`src/rtl/core/pale_pkg.sv`:
```
// ----------------------------------------------------------------------------
// pale_pkg
// Shared widths, codes and types for the positional array list engine.
// ----------------------------------------------------------------------------
package pale_pkg;

  localparam int unsigned CAPACITY = 64;
  localparam int unsigned DATA_W   = 32;
  localparam int unsigned IDX_W    = $clog2(CAPACITY);
  localparam int unsigned CNT_W    = IDX_W + 1;
  localparam int unsigned OP_W     = 3;
  localparam int unsigned STAT_W   = 2;
  localparam int unsigned MODE_W   = 2;

  typedef logic [DATA_W-1:0] data_t;
  typedef logic [IDX_W-1:0]  idx_t;
  typedef logic [CNT_W-1:0]  cnt_t;
  typedef logic [OP_W-1:0]   op_t;
  typedef logic [STAT_W-1:0] stat_t;
  typedef logic [MODE_W-1:0] mode_t;

  // operation codes
  localparam op_t OP_GET    = 3'd0;
  localparam op_t OP_INSERT = 3'd1;
  localparam op_t OP_DELETE = 3'd2;
  localparam op_t OP_LOCATE = 3'd3;
  localparam op_t OP_PRIOR  = 3'd4;
  localparam op_t OP_NEXT   = 3'd5;
  localparam op_t OP_CLEAR  = 3'd6;

  // result status codes
  localparam stat_t STAT_OK        = 2'd0;
  localparam stat_t STAT_BAD_POS   = 2'd1;
  localparam stat_t STAT_NOT_FOUND = 2'd2;
  localparam stat_t STAT_FULL      = 2'd3;

  // match rules
  localparam mode_t CMP_EQUAL = 2'd0;
  localparam mode_t CMP_BELOW = 2'd1;
  localparam mode_t CMP_ABOVE = 2'd2;

  // element store access, one write and one read port
  typedef struct packed {
    logic  wr_en;
    idx_t  wr_addr;
    data_t wr_data;
    logic  rd_en;
    idx_t  rd_addr;
  } mem_req_t;

endpackage

```
`src/rtl/core/pale_in_if.sv`:
```
// ----------------------------------------------------------------------------
// pale_in_if
// Request channel: operation, position and value with valid/ready.
// ----------------------------------------------------------------------------
interface pale_in_if import pale_pkg::*; ();
  logic  valid;
  logic  ready;
  op_t   op;
  cnt_t  position;
  data_t value_in;

  modport source (output valid, output op, output position, output value_in,
                  input ready);
  modport sink   (input valid, input op, input position, input value_in,
                  output ready);
endinterface

```
`src/rtl/core/pale_out_if.sv`:
```
// ----------------------------------------------------------------------------
// pale_out_if
// Result channel: status, value, found position and length with valid/ready.
// ----------------------------------------------------------------------------
interface pale_out_if import pale_pkg::*; ();
  logic  valid;
  logic  ready;
  stat_t status;
  data_t value_out;
  cnt_t  found_position;
  cnt_t  list_length;

  modport source (output valid, output status, output value_out,
                  output found_position, output list_length, input ready);
  modport sink   (input valid, input status, input value_out,
                  input found_position, input list_length, output ready);
endinterface

```
`src/rtl/core/pale_mem.sv`:
```
// ----------------------------------------------------------------------------
// pale_mem
// Element store: one write port, one read port with registered read data.
// ----------------------------------------------------------------------------
module pale_mem import pale_pkg::*; (
  input  logic     clk_i,
  input  mem_req_t req_i,
  output data_t    rd_data_o
);

  data_t mem_q [CAPACITY];
  data_t rd_data_q;

  always_ff @(posedge clk_i) begin
    if (req_i.wr_en) begin
      mem_q[req_i.wr_addr] <= req_i.wr_data;
    end
  end

  always_ff @(posedge clk_i) begin
    if (req_i.rd_en) begin
      rd_data_q <= mem_q[req_i.rd_addr];
    end
  end

  assign rd_data_o = rd_data_q;

endmodule

```
`src/rtl/core/pale_cmp.sv`:
```
// ----------------------------------------------------------------------------
// pale_cmp
// Shared key/entry comparator; unused mode falls back to equality.
// ----------------------------------------------------------------------------
module pale_cmp import pale_pkg::*; (
  input  mode_t mode_i,
  input  data_t key_i,
  input  data_t entry_i,
  output logic  hit_o
);

  always_comb begin
    case (mode_i)
      CMP_BELOW: hit_o = key_i < entry_i;
      CMP_ABOVE: hit_o = key_i > entry_i;
      default:   hit_o = key_i == entry_i;
    endcase
  end

endmodule

```
`src/rtl/core/positional_array_list_engine_unit.sv`:
```
// ----------------------------------------------------------------------------
// positional_array_list_engine_unit
// Packed list of up to CAPACITY values with 1-based positions. Each request
// transfer (get, insert, delete, locate, prior, next, clear) yields one result
// transfer carrying status, value, found position and the new length. The
// list lives in a single-port-read RAM and a small sequencer walks it one
// entry per cycle. Get does a single read; insert and delete move the
// entries behind the position; locate, prior and next scan from the head,
// and prior and next then read the neighbor. The request side is ready only
// while the sequencer is idle; a finished result sits in an output register
// so the next request can be taken while it waits. compare_mode may only be
// written while no request is in flight.
// ----------------------------------------------------------------------------
module positional_array_list_engine_unit import pale_pkg::*; (
  input  logic  clk_i,
  input  logic  rst_ni,
  pale_in_if.sink    in_if,
  pale_out_if.source out_if,
  input  logic  cfg_we_i,
  input  mode_t cfg_wdata_i
);

  // sequencer states
  localparam logic [2:0] S_IDLE   = 3'd0;
  localparam logic [2:0] S_DISP   = 3'd1;  // decode and range checks
  localparam logic [2:0] S_RD     = 3'd2;  // single read at addr_q
  localparam logic [2:0] S_CAP    = 3'd3;  // capture read data
  localparam logic [2:0] S_SHUP   = 3'd4;  // insert: move entries up
  localparam logic [2:0] S_SHDN   = 3'd5;  // delete: move entries down
  localparam logic [2:0] S_SCAN   = 3'd6;  // locate / prior / next search
  localparam logic [2:0] S_RESULT = 3'd7;  // hand result to output register

  logic [2:0] state_q, state_d;

  // latched request
  op_t   op_q, op_d;
  cnt_t  pos_q, pos_d;
  data_t val_q, val_d;

  // list state and config
  cnt_t  count_q, count_d;
  mode_t mode_q;

  // walk control
  cnt_t  idx_q, idx_d;       // next entry to read
  idx_t  addr_q, addr_d;     // single read address
  logic  pend_q, pend_d;     // moved entry waiting to be written
  idx_t  waddr_q, waddr_d;
  logic  chk_q, chk_d;       // scan data available for compare
  idx_t  cidx_q, cidx_d;

  // pending result
  stat_t res_stat_q, res_stat_d;
  data_t res_val_q, res_val_d;
  cnt_t  res_fpos_q, res_fpos_d;

  // output register
  logic  out_valid_q, out_valid_d;
  stat_t out_stat_q, out_stat_d;
  data_t out_val_q, out_val_d;
  cnt_t  out_fpos_q, out_fpos_d;
  cnt_t  out_len_q, out_len_d;

  mem_req_t mreq;
  data_t    rdata;
  mode_t    cmp_mode;
  logic     hit;

  cnt_t pos_m1;
  cnt_t count_p1;
  cnt_t cidx_p1;
  logic pos_ok_rd;
  logic pos_ok_ins;

  assign pos_m1     = pos_q - CNT_W'(1);
  assign count_p1   = count_q + CNT_W'(1);
  assign cidx_p1    = {1'b0, cidx_q} + CNT_W'(1);
  assign pos_ok_rd  = (pos_q != '0) && (pos_q <= count_q);
  assign pos_ok_ins = (pos_q != '0) && (pos_q <= count_p1);

  pale_mem u_mem (
    .clk_i     (clk_i),
    .req_i     (mreq),
    .rd_data_o (rdata)
  );

  // locate follows the register; prior/next always look for equality
  assign cmp_mode = (op_q == OP_LOCATE) ? mode_q : CMP_EQUAL;

  pale_cmp u_cmp (
    .mode_i  (cmp_mode),
    .key_i   (val_q),
    .entry_i (rdata),
    .hit_o   (hit)
  );

  assign in_if.ready = (state_q == S_IDLE);

  always_comb begin
    state_d     = state_q;
    op_d        = op_q;
    pos_d       = pos_q;
    val_d       = val_q;
    count_d     = count_q;
    idx_d       = idx_q;
    addr_d      = addr_q;
    pend_d      = pend_q;
    waddr_d     = waddr_q;
    chk_d       = chk_q;
    cidx_d      = cidx_q;
    res_stat_d  = res_stat_q;
    res_val_d   = res_val_q;
    res_fpos_d  = res_fpos_q;
    out_valid_d = out_valid_q && !out_if.ready;
    out_stat_d  = out_stat_q;
    out_val_d   = out_val_q;
    out_fpos_d  = out_fpos_q;
    out_len_d   = out_len_q;
    mreq        = '0;

    case (state_q)
      S_IDLE: begin
        if (in_if.valid) begin
          op_d    = in_if.op;
          pos_d   = in_if.position;
          val_d   = in_if.value_in;
          state_d = S_DISP;
        end
      end

      S_DISP: begin
        res_stat_d = STAT_OK;
        res_val_d  = '0;
        res_fpos_d = '0;
        idx_d      = '0;
        pend_d     = 1'b0;
        chk_d      = 1'b0;
        addr_d     = pos_m1[IDX_W-1:0];
        state_d    = S_RESULT;
        case (op_q)
          OP_GET, OP_DELETE: begin
            if (pos_ok_rd) begin
              state_d = S_RD;
            end else begin
              res_stat_d = STAT_BAD_POS;
            end
          end
          OP_INSERT: begin
            if (!pos_ok_ins) begin
              res_stat_d = STAT_BAD_POS;
            end else if (count_q == CNT_W'(CAPACITY)) begin
              res_stat_d = STAT_FULL;
            end else begin
              idx_d   = count_q;
              state_d = S_SHUP;
            end
          end
          OP_LOCATE, OP_PRIOR, OP_NEXT: begin
            state_d = S_SCAN;
          end
          OP_CLEAR: begin
            count_d = '0;
          end
          default: begin
          end
        endcase
      end

      S_RD: begin
        mreq.rd_en   = 1'b1;
        mreq.rd_addr = addr_q;
        state_d      = S_CAP;
      end

      S_CAP: begin
        res_val_d = rdata;
        if (op_q == OP_DELETE) begin
          idx_d   = pos_q;
          pend_d  = 1'b0;
          state_d = S_SHDN;
        end else begin
          state_d = S_RESULT;
        end
      end

      // entry i-1 read in one cycle, written to i in the next
      S_SHUP: begin
        if (pend_q) begin
          mreq.wr_en   = 1'b1;
          mreq.wr_addr = waddr_q;
          mreq.wr_data = rdata;
        end
        if (idx_q >= pos_q) begin
          mreq.rd_en   = 1'b1;
          mreq.rd_addr = idx_t'(idx_q - CNT_W'(1));
          pend_d       = 1'b1;
          waddr_d      = idx_q[IDX_W-1:0];
          idx_d        = idx_q - CNT_W'(1);
        end else begin
          pend_d = 1'b0;
          if (!pend_q) begin
            mreq.wr_en   = 1'b1;
            mreq.wr_addr = pos_m1[IDX_W-1:0];
            mreq.wr_data = val_q;
            count_d      = count_p1;
            state_d      = S_RESULT;
          end
        end
      end

      // entry i read in one cycle, written to i-1 in the next
      S_SHDN: begin
        if (pend_q) begin
          mreq.wr_en   = 1'b1;
          mreq.wr_addr = waddr_q;
          mreq.wr_data = rdata;
        end
        if (idx_q < count_q) begin
          mreq.rd_en   = 1'b1;
          mreq.rd_addr = idx_q[IDX_W-1:0];
          pend_d       = 1'b1;
          waddr_d      = idx_t'(idx_q - CNT_W'(1));
          idx_d        = idx_q + CNT_W'(1);
        end else begin
          pend_d = 1'b0;
          if (!pend_q) begin
            count_d = count_q - CNT_W'(1);
            state_d = S_RESULT;
          end
        end
      end

      // read one entry per cycle, compare it the cycle after
      S_SCAN: begin
        if (chk_q && hit) begin
          chk_d = 1'b0;
          case (op_q)
            OP_PRIOR: begin
              if (cidx_q == '0) begin
                res_stat_d = STAT_NOT_FOUND;
                state_d    = S_RESULT;
              end else begin
                addr_d  = cidx_q - idx_t'(1);
                state_d = S_RD;
              end
            end
            OP_NEXT: begin
              if (cidx_p1 < count_q) begin
                addr_d  = cidx_p1[IDX_W-1:0];
                state_d = S_RD;
              end else begin
                res_stat_d = STAT_NOT_FOUND;
                state_d    = S_RESULT;
              end
            end
            default: begin
              res_fpos_d = cidx_p1;
              state_d    = S_RESULT;
            end
          endcase
        end else if (idx_q < count_q) begin
          mreq.rd_en   = 1'b1;
          mreq.rd_addr = idx_q[IDX_W-1:0];
          chk_d        = 1'b1;
          cidx_d       = idx_q[IDX_W-1:0];
          idx_d        = idx_q + CNT_W'(1);
        end else begin
          chk_d = 1'b0;
          if (!chk_q) begin
            res_stat_d = STAT_NOT_FOUND;
            state_d    = S_RESULT;
          end
        end
      end

      S_RESULT: begin
        if (!out_valid_q || out_if.ready) begin
          out_valid_d = 1'b1;
          out_stat_d  = res_stat_q;
          out_val_d   = res_val_q;
          out_fpos_d  = res_fpos_q;
          out_len_d   = count_q;
          state_d     = S_IDLE;
        end
      end

      default: begin
        state_d = S_IDLE;
      end
    endcase
  end

  // control state
  always_ff @(posedge clk_i or negedge rst_ni) begin
    if (!rst_ni) begin
      state_q     <= S_IDLE;
      count_q     <= '0;
      mode_q      <= CMP_EQUAL;
      pend_q      <= 1'b0;
      chk_q       <= 1'b0;
      out_valid_q <= 1'b0;
    end else begin
      state_q     <= state_d;
      count_q     <= count_d;
      pend_q      <= pend_d;
      chk_q       <= chk_d;
      out_valid_q <= out_valid_d;
      if (cfg_we_i) begin
        mode_q <= cfg_wdata_i;
      end
    end
  end

  // payload
  always_ff @(posedge clk_i) begin
    op_q       <= op_d;
    pos_q      <= pos_d;
    val_q      <= val_d;
    idx_q      <= idx_d;
    addr_q     <= addr_d;
    waddr_q    <= waddr_d;
    cidx_q     <= cidx_d;
    res_stat_q <= res_stat_d;
    res_val_q  <= res_val_d;
    res_fpos_q <= res_fpos_d;
    out_stat_q <= out_stat_d;
    out_val_q  <= out_val_d;
    out_fpos_q <= out_fpos_d;
    out_len_q  <= out_len_d;
  end

  assign out_if.valid          = out_valid_q;
  assign out_if.status         = out_stat_q;
  assign out_if.value_out      = out_val_q;
  assign out_if.found_position = out_fpos_q;
  assign out_if.list_length    = out_len_q;

endmodule

```
`src/flat_wrapper.sv`:
```
// flat-port wrapper written by rule: the top's interface ports become plain ports
module positional_array_list_engine_unit_flat import pale_pkg::*;
  (clk_i, rst_ni, cfg_we_i, cfg_wdata_i, in_if_valid, in_if_op, in_if_position, in_if_value_in, in_if_ready, out_if_valid, out_if_status, out_if_value_out, out_if_found_position, out_if_list_length, out_if_ready);
  pale_in_if in_if_i ();
  pale_out_if out_if_i ();
  input  logic clk_i;
  input  logic rst_ni;
  input  logic cfg_we_i;
  input  mode_t cfg_wdata_i;
  input wire logic [$bits(in_if_i.valid)-1:0] in_if_valid;
  input wire logic [$bits(in_if_i.op)-1:0] in_if_op;
  input wire logic [$bits(in_if_i.position)-1:0] in_if_position;
  input wire logic [$bits(in_if_i.value_in)-1:0] in_if_value_in;
  output wire logic [$bits(in_if_i.ready)-1:0] in_if_ready;
  output wire logic [$bits(out_if_i.valid)-1:0] out_if_valid;
  output wire logic [$bits(out_if_i.status)-1:0] out_if_status;
  output wire logic [$bits(out_if_i.value_out)-1:0] out_if_value_out;
  output wire logic [$bits(out_if_i.found_position)-1:0] out_if_found_position;
  output wire logic [$bits(out_if_i.list_length)-1:0] out_if_list_length;
  input wire logic [$bits(out_if_i.ready)-1:0] out_if_ready;
  assign in_if_i.valid = in_if_valid;
  assign in_if_i.op = in_if_op;
  assign in_if_i.position = in_if_position;
  assign in_if_i.value_in = in_if_value_in;
  assign in_if_ready = in_if_i.ready;
  assign out_if_valid = out_if_i.valid;
  assign out_if_status = out_if_i.status;
  assign out_if_value_out = out_if_i.value_out;
  assign out_if_found_position = out_if_i.found_position;
  assign out_if_list_length = out_if_i.list_length;
  assign out_if_i.ready = out_if_ready;
  positional_array_list_engine_unit u_core (.clk_i(clk_i), .rst_ni(rst_ni), .in_if(in_if_i), .out_if(out_if_i), .cfg_we_i(cfg_we_i), .cfg_wdata_i(cfg_wdata_i));
endmodule
```
`config.mk`:
```
export PLATFORM = sky130hd
export DESIGN_NAME = positional_array_list_engine_unit_flat
export DESIGN_NICKNAME = d
export VERILOG_FILES = /design/src/rtl/core/pale_pkg.sv /design/src/rtl/core/pale_in_if.sv /design/src/rtl/core/pale_out_if.sv /design/src/rtl/core/pale_mem.sv /design/src/rtl/core/pale_cmp.sv /design/src/rtl/core/positional_array_list_engine_unit.sv /design/src/flat_wrapper.sv
export SDC_FILE = /design/constraint.sdc
export NUM_CORES = 2
export LEC_CHECK = 0
export BUFFER_PORTS_ARGS = -buffer_cell sky130_fd_sc_hd__buf_2
export CAP_MARGIN = 20
export CORE_MARGIN = 8
export CORE_UTILIZATION = 50
export CTS_BUF_LIST = sky130_fd_sc_hd__clkbuf_4
export CTS_CLUSTER_SIZE = 24
export DETAILED_ROUTE_END_ITERATION = 8
export PLACE_DENSITY = 0.66
export SLEW_MARGIN = 20
export SYNTH_ARGS = -nofsm -noshare
export SYNTH_HDL_FRONTEND = slang
export SYNTH_SLANG_ARGS = --single-unit
export TNS_END_PERCENT = 30
```
`constraint.sdc`:
```
create_clock -name clk_i -period 6.7 [get_ports clk_i]
set_input_delay 1.34 -clock clk_i [delete_from_list [all_inputs] [get_ports clk_i]]
set_output_delay 1.34 -clock clk_i [all_outputs]
set_load 0.01 [all_outputs]
```
* Yosys cells after proc, flatten, opt, wreduce, memory -nomap -nowiden
Memory sizes are Yosys's and may differ from the RTL's. A register that Yosys moved wholly into a read port is not among the register bits. Index checks and enable logic that the tools add are counted.
Word-level totals: input bits 49, memories 1, word-level logic and storage cells 179, memory bits (writable) 2048, output and inout bits 50, register bits 171
Memories:
- u_core.u_mem.mem_q | words 64, bits a word 32, read ports 1, clocked after memory_dff 1, write ports 1, RTL line pale_mem.sv:11 | data_t mem_q [CAPACITY];
Cells by class: bitwise gates (word level) 1, $add $sub $neg 7, reduce and logical (&&, ||, !) cells 31, multiplexer cells 74, equality and inequality tests 38, magnitude comparators 7
Operator list (number):
- $mux W7 | 17
- $mux W39 | 3
- $pmux W39 S2 | 1
- $pmux W32 S2 | 1
- $mux W3 | 12
- $pmux W6 S2 | 3
- $pmux W7 S5 | 1
- $eq A32 B32 Y1 | 1
- $gt A32 B32 Y1 | 1
- $lt A32 B32 Y1 | 1
- $mux W6 | 5
- $pmux W7 S4 | 1
- $pmux W3 S8 | 1
- $eq A3 B3 Y1 const B | 7
- $pmux W7 S3 | 1
- $mux W2 | 10
- $reduce_and A6 Y1 | 3
- $ne A2 B2 Y1 const B | 8
- $add A7 B1 Y7 const B | 2
- $le A7 B7 Y1 | 2
- $lt A7 B7 Y1 | 2
- $pmux W7 S2 | 1
- $sub A7 B1 Y7 const B | 2
- $eq A3 B2 Y1 const B | 4
- 34 further kinds | 68

* Logic depth before layout (Yosys ltp)
depth after elaboration 7, mapped depth 21, mapped depth without buffers 16

* Hierarchy
From an unflattened synthesis, not the netlist that was laid out.
Unflattened totals: cell total of the unflattened synthesis 4311, area total of the unflattened synthesis 88688.8 um^2
By module, submodules not included:
- pale_mem | area an instance 79359.9 um^2, seq. area each 62459.9 um^2, cells an instance 3511, instances 1
- positional_array_list_engine_unit | area an instance 8440.6 um^2, seq. area each 5059.9 um^2, cells an instance 677, instances 1
- pale_cmp | area an instance 888.4 um^2, seq. area each 0.0 um^2, cells an instance 123, instances 1

* Worst setup path before layout
OpenSTA, ideal clock, no wires.
kind register to register, from reg u_core.pos_q[4], to mem u_core.u_mem.mem_q[0][0] (netlist name) (data pin), library setup time 0.702 ns, data arrival time 4.477 ns, path slack 1.521 ns, data required time 5.998 ns, stages on the path, launching flop included 9, buffers on the path 1, clock period less this slack 5.179 ns, cells stage by stage edfxtp_1 > inv_1 > ha_1 > a2111o_1 > a31oi_1 > o211ai_1 > or2_2 > clkbuf_1 > o21ai_0
RTL lines:
- start, declared | RTL line positional_array_list_engine_unit.sv:37 | cnt_t pos_q, pos_d;
- start signal, assigned | RTL line positional_array_list_engine_unit.sv:317 | pos_q <= pos_d;
- end, declared | RTL line pale_mem.sv:11

* Worst setup path in the final report
from reg u_core.idx_q[0], to reg u_core.u_mem.rd_data_q[6] (netlist: u_core.u_mem.rd_data_o[6]) (read register of u_core.u_mem.mem_q) (data pin)
On the way: cells in the longest elaborated chain, start to end 4, elaborated cells on any way between the ends 7, those cells by class 1 x add/sub; 2 x order compare; 4 x mux
RTL lines:
- start, declared | RTL line positional_array_list_engine_unit.sv:45 | cnt_t idx_q, idx_d;
- start signal, assigned | RTL line positional_array_list_engine_unit.sv:319 | idx_q <= idx_d;
- $lt A7 B7 Y1 | RTL line positional_array_list_engine_unit.sv:218, positional_array_list_engine_unit.sv:261
- $mux W7 | RTL line positional_array_list_engine_unit.sv:218, positional_array_list_engine_unit.sv:261
- $mux W7 | RTL line positional_array_list_engine_unit.sv:235 | if (chk_q && hit) begin
- $pmux W7 S4 * | RTL line positional_array_list_engine_unit.sv:121 | case (state_q)
- end, declared | RTL line pale_mem.sv:12 | data_t rd_data_q;
Mark *: on every way between the ends. The rest lies on a longest branch, timed or not. A chain may end at the register's enable or synchronous reset.

==> out/results.txt <==
The signal arrival time at the worst endpoint is 7160 ps. Most used flip-flop cell after synthesis: edfxtp_1. Synthesized area: 0.0901 mm2. Ranked by total cell area, the synthesized netlist is headed by edfxtp_1, nand2_1, nand3_1. For this run, the post-layout net count is 7,102. The worst hold path begins at in_if_value_in[16].

edfxtp_1 takes more of the synthesized area than any other cell. The post-synth net total is 6,556. In this run the worst path has a maximum fanout of 29. The die is 440 um wide. Dividing the detail-routed wire length by the instance count gives 26.6 um. Yosys mapped a number of flops with a built-in enable equal to 2,236. For the area of the die, the log shows 0.194 mm2. The run gives 4 as the number of buffers between clock root and the deepest sink.

Setup repair after global routing left no endpoint under its margin. The CTS clock-pin slew for the worst setup and hold paths was 70 ps. For the worst-case vdd ir drop, the log shows 396 uV. The share of the synthesized area in the top cell type was 0.746; the switching fraction of total power was 0.408.

In this run the power spent charging and discharging nets is 0.0198 W. The run gives 7830 ps as the data required time at the worst endpoint. The tools report the origin of the critical flop-to-flop path as u_core.idx_q[0]$_DFFE_PP_.

The Yosys step of the flow raised 0 warnings. The worst setup path is launched from a flip-flop. The logs give 0.166 GHz for the maximum operating frequency and 155 for the cell row count. Measured along the y axis, the die boundary spans 440 um. Dividing the synthesized area by the synthesized cell count gives 14.0 um2. Compared with the post-synthesis result, the final layout area differs by 13.1%. The tools report the number of endpoints with negative hold slack in the final report as 0. The combined global-route utilization of all metal layers was 0.261; the cell depth of the worst flop-to-flop path was 16. The worst-case setup slack after placement was 838 ps. The wire-length estimate of the detail-placed layout is 147,000 um. The post-route fraction of the period consumed by the critical path was 0.901; the setup slack of the critical path after layout was 666 ps. TritonCTS built the clock tree. The total overflow left after global routing is 0. Entering global routing, the biggest net connects 104 pins. Setup slack on the worst reg-to-reg path comes out at 670 ps. The logs give 12 for the initial antenna violation count and 378,000 um for the wire length of the first global-routing pass. The H-tree depth reported by CTS is 6.

Clock tree synthesis selected as its root buffer the cell clkbuf_4. For this block, the initial DRC count from the detailed router was 7,664. The run gives 98.4 ps as the setup skew after layout. In this run the worst hold path is classified as in -> reg. The detailed-route via count was 58,931. The via count of the first global-routing pass was 57,505; the floorplan core area was 0.179 mm2. The I/O pin count came out at 99. The worst setup path is of the reg -> reg kind. The tools report the endpoint of the lowest-slack register-to-register path as u_core.u_mem.rd_data_o[6]$_DFFE_PP_.

The number of CTS-inserted buffers is 589. The power share of the clock group is 0.232, and the proportion of power drawn by flip-flops and latches is 0.361. The commonest cells after synthesis are edfxtp_1, nand2_1, nand3_1, mux2i_1, clkbuf_1.

The share of final-layout standard cells stronger than drive strength 1 works out to 0.185. The design draws 0.0486 W. Cell internal power was estimated by the tool at 0.0288 W.

At the pin with the least slew margin, the transition time is 1180 ps. The detail route stage leaves a number of antenna-violating nets equal to 0. The tool flagged a number of max-cap violations equal to 0. The initial core utilization is 0.504. The worst setup path is captured at a flip-flop. The setup TNS after final layout is 0 ps. In the synthesized netlist, the number of instances is 6,432.

For the headroom to the max-slew limit, the log shows 0.216. The max-slew violation count was 0; the part of the power in combinational logic was 0.407. The post-detailed-route via-to-cell ratio came out at 6.07. The leakage component of the power was 36.4 nW. The sequential-to-total area share from yosys stat was 0.750; the TritonCTS sink count was 2,251.

The final weighted congestion in routability-driven placement was 0.897; the ratio of total power to cell area was 477 mW/mm2. The number of cells on the worst hold path was 1; the time the worst path needs with I/O delays and setup was 6030 ps. The routed wire length is 259,000 um.

The worst hold path terminates at u_core.val_q[16]$_DFFE_PP_. In this run, synthesis produced a sequential element count of 2,251. Yosys mapped the design onto 81 distinct sky130hd cell types. With fillers left out, the area of the finished cells amounts to 0.102 mm2. For the post-route DRC violation count, the log shows 0. The share of synthesized registers carrying an async set or reset was 0.00666; the insertion delay of the later-clocked pin in the worst-skew pair was 1380 ps.

The most common cell in the synthesized netlist is edfxtp_1. The run gives 0 as the setup violation total in the final timing report. The run finished with clean final reports. Instance area at placement: 0.0949 mm2. Input and output buffers added on the ports amount to 98. Before antenna repair, the detailed router went through 6 iterations.
[critical path: stages, from the launching register on]
cell	delay, ps
edfxtp_1	730
inv_1	170
ha_1	320
nor2b_1	40
o21ai_0	160
a31oi_1	130
nor4_2	630
o221a_2	850
o21bai_4	520
buf_12	300
buf_4	270
nand2_1	80
a32oi_1	330
nand4_1	170
and3_1	230
a31oi_1	560
and3_1	310
[state kept, by name, summed over array words and instances (netlist names), 3 cells and up]
signal / flops
u_core.count_q: 7
u_core.res_fpos_q: 7
u_core.u_mem.mem_q: 2048
u_core.idx_q: 7
u_core.waddr_q: 6
u_core.out_if.value_out: 32
u_core.cidx_q: 6
u_core.out_if.found_position: 7
u_core.res_val_q: 32
u_core.u_mem.rd_data_o: 32
u_core.op_q: 3
u_core.pos_q: 7
u_core.out_if.list_length: 7
u_core.val_q: 32
u_core.state_q: 3
u_core.addr_q: 6
[per-layer routing]
metal  part of all wire  global-route usage
met5           0.000077                   0
met4              0.030              0.0915
met3               0.11              0.0630
met2               0.46               0.406
met1               0.40               0.363
[power by group through the flow]
stage          Combinational (W)  Clock (W)  Sequential [W]
6_report                  0.0198     0.0113          0.0175
5_1_grt                   0.0211     0.0122          0.0176
4_1_cts                   0.0195     0.0114          0.0175
3_5_place_dp              0.0194          0          0.0178
3_3_place_gp              0.0192          0          0.0178
2_1_floorplan             0.0120          0          0.0178
[kinds of logic (layout without fill, tap and decap cells)]
| group | after synthesis | after routing | share of synthesized area |
|---|---|---|---|
| compound gates | 793 | 793 | 0.0624 |
| flops | 2251 | 2251 | 0.750 |
| mux | 225 | 225 | 0.0250 |
| xor+xnor | 37 | 37 | 0.00360 |
| fa+ha+maj | 75 | 75 | 0.0104 |
| simple gates | 2581 | 2581 | 0.125 |
| other cells | 0 | 4 | 0 |
| buf+inv | 470 | 1386 | 0.0241 |
[area by class of cell]
class	instances	area, um2
repair buffers	355	2910
diodes	4	10.0
well taps	2355	2950
clock buffers	837	6280
fillers	14178	77000
clock inverters	124	594
multi-input cells	3711	21300
flip-flops and latches	2251	67500
inverters	70	263
[stage by stage]
stage / hold slack, ps / instances / utilization
2_1_floorplan: 400 / 6432 / -
3_3_place_gp: 402 / 8739 / 0.531
4_1_cts: 33.3 / 9703 / 0.569
5_1_grt: 81.9 / 9705 / 0.570
3_5_place_dp: 405 / 8741 / 0.531
6_report: 189 / 9707 / 0.570
[layout by cell type (no fill, tap or decap), types with 15 or more instances in the layout]
cell type  Yosys  layout
edfxtp_1    2236    2236
nand2_1     1578    1575
clkbuf_4       0     837
nand3_1      532     532
mux2i_1      222     222
buf_4         22     217
a21oi_1      146     145
nand4_1      141     141
a32oi_1      123     123
a31oi_1      111     110
buf_2        159      98
clkinv_1       0      87
o21ai_0      113      81
ha_1          75      75
o2111ai_1     72      72
inv_1         69      68
nor2_4         1      67
and2_1        61      60
a211oi_1      59      59
nor2_1       120      53
nor3_1        47      47
and3_1        47      47
buf_12         0      39
o21ai_4        0      32
a22oi_1       26      26
a32o_1        23      23
xnor2_1       22      22
inv_2          1      20
xor2_1        15      15
a2111oi_0     15      15
dfrtp_1       15      15
[what timing repair did]
item                                   in CTS  in global routing
endpoints found under the hold margin      15                  0
setup buffers                               0                  0
gates resized for setup                     0                  0
hold buffers                                1                  0
[worst max path at each step]
stage / endpoint / cells after the start / slack, ps / start
floorplan: u_core.u_mem.mem_q[0][0]$_DFFE_PP_ / 8 / 1520 / u_core.pos_q[4]$_DFFE_PP_
global placement: u_core.u_mem.rd_data_o[6]$_DFFE_PP_ / 16 / 870 / u_core.idx_q[0]$_DFFE_PP_
detailed placement: u_core.u_mem.rd_data_o[6]$_DFFE_PP_ / 16 / 840 / u_core.idx_q[0]$_DFFE_PP_
CTS: u_core.u_mem.rd_data_o[6]$_DFFE_PP_ / 16 / 810 / u_core.idx_q[0]$_DFFE_PP_
global route: u_core.u_mem.rd_data_o[0]$_DFFE_PP_ / 16 / 410 / u_core.idx_q[0]$_DFFE_PP_
finish: u_core.u_mem.rd_data_o[6]$_DFFE_PP_ / 16 / 670 / u_core.idx_q[0]$_DFFE_PP_
(Power assumes the default switching activity.)
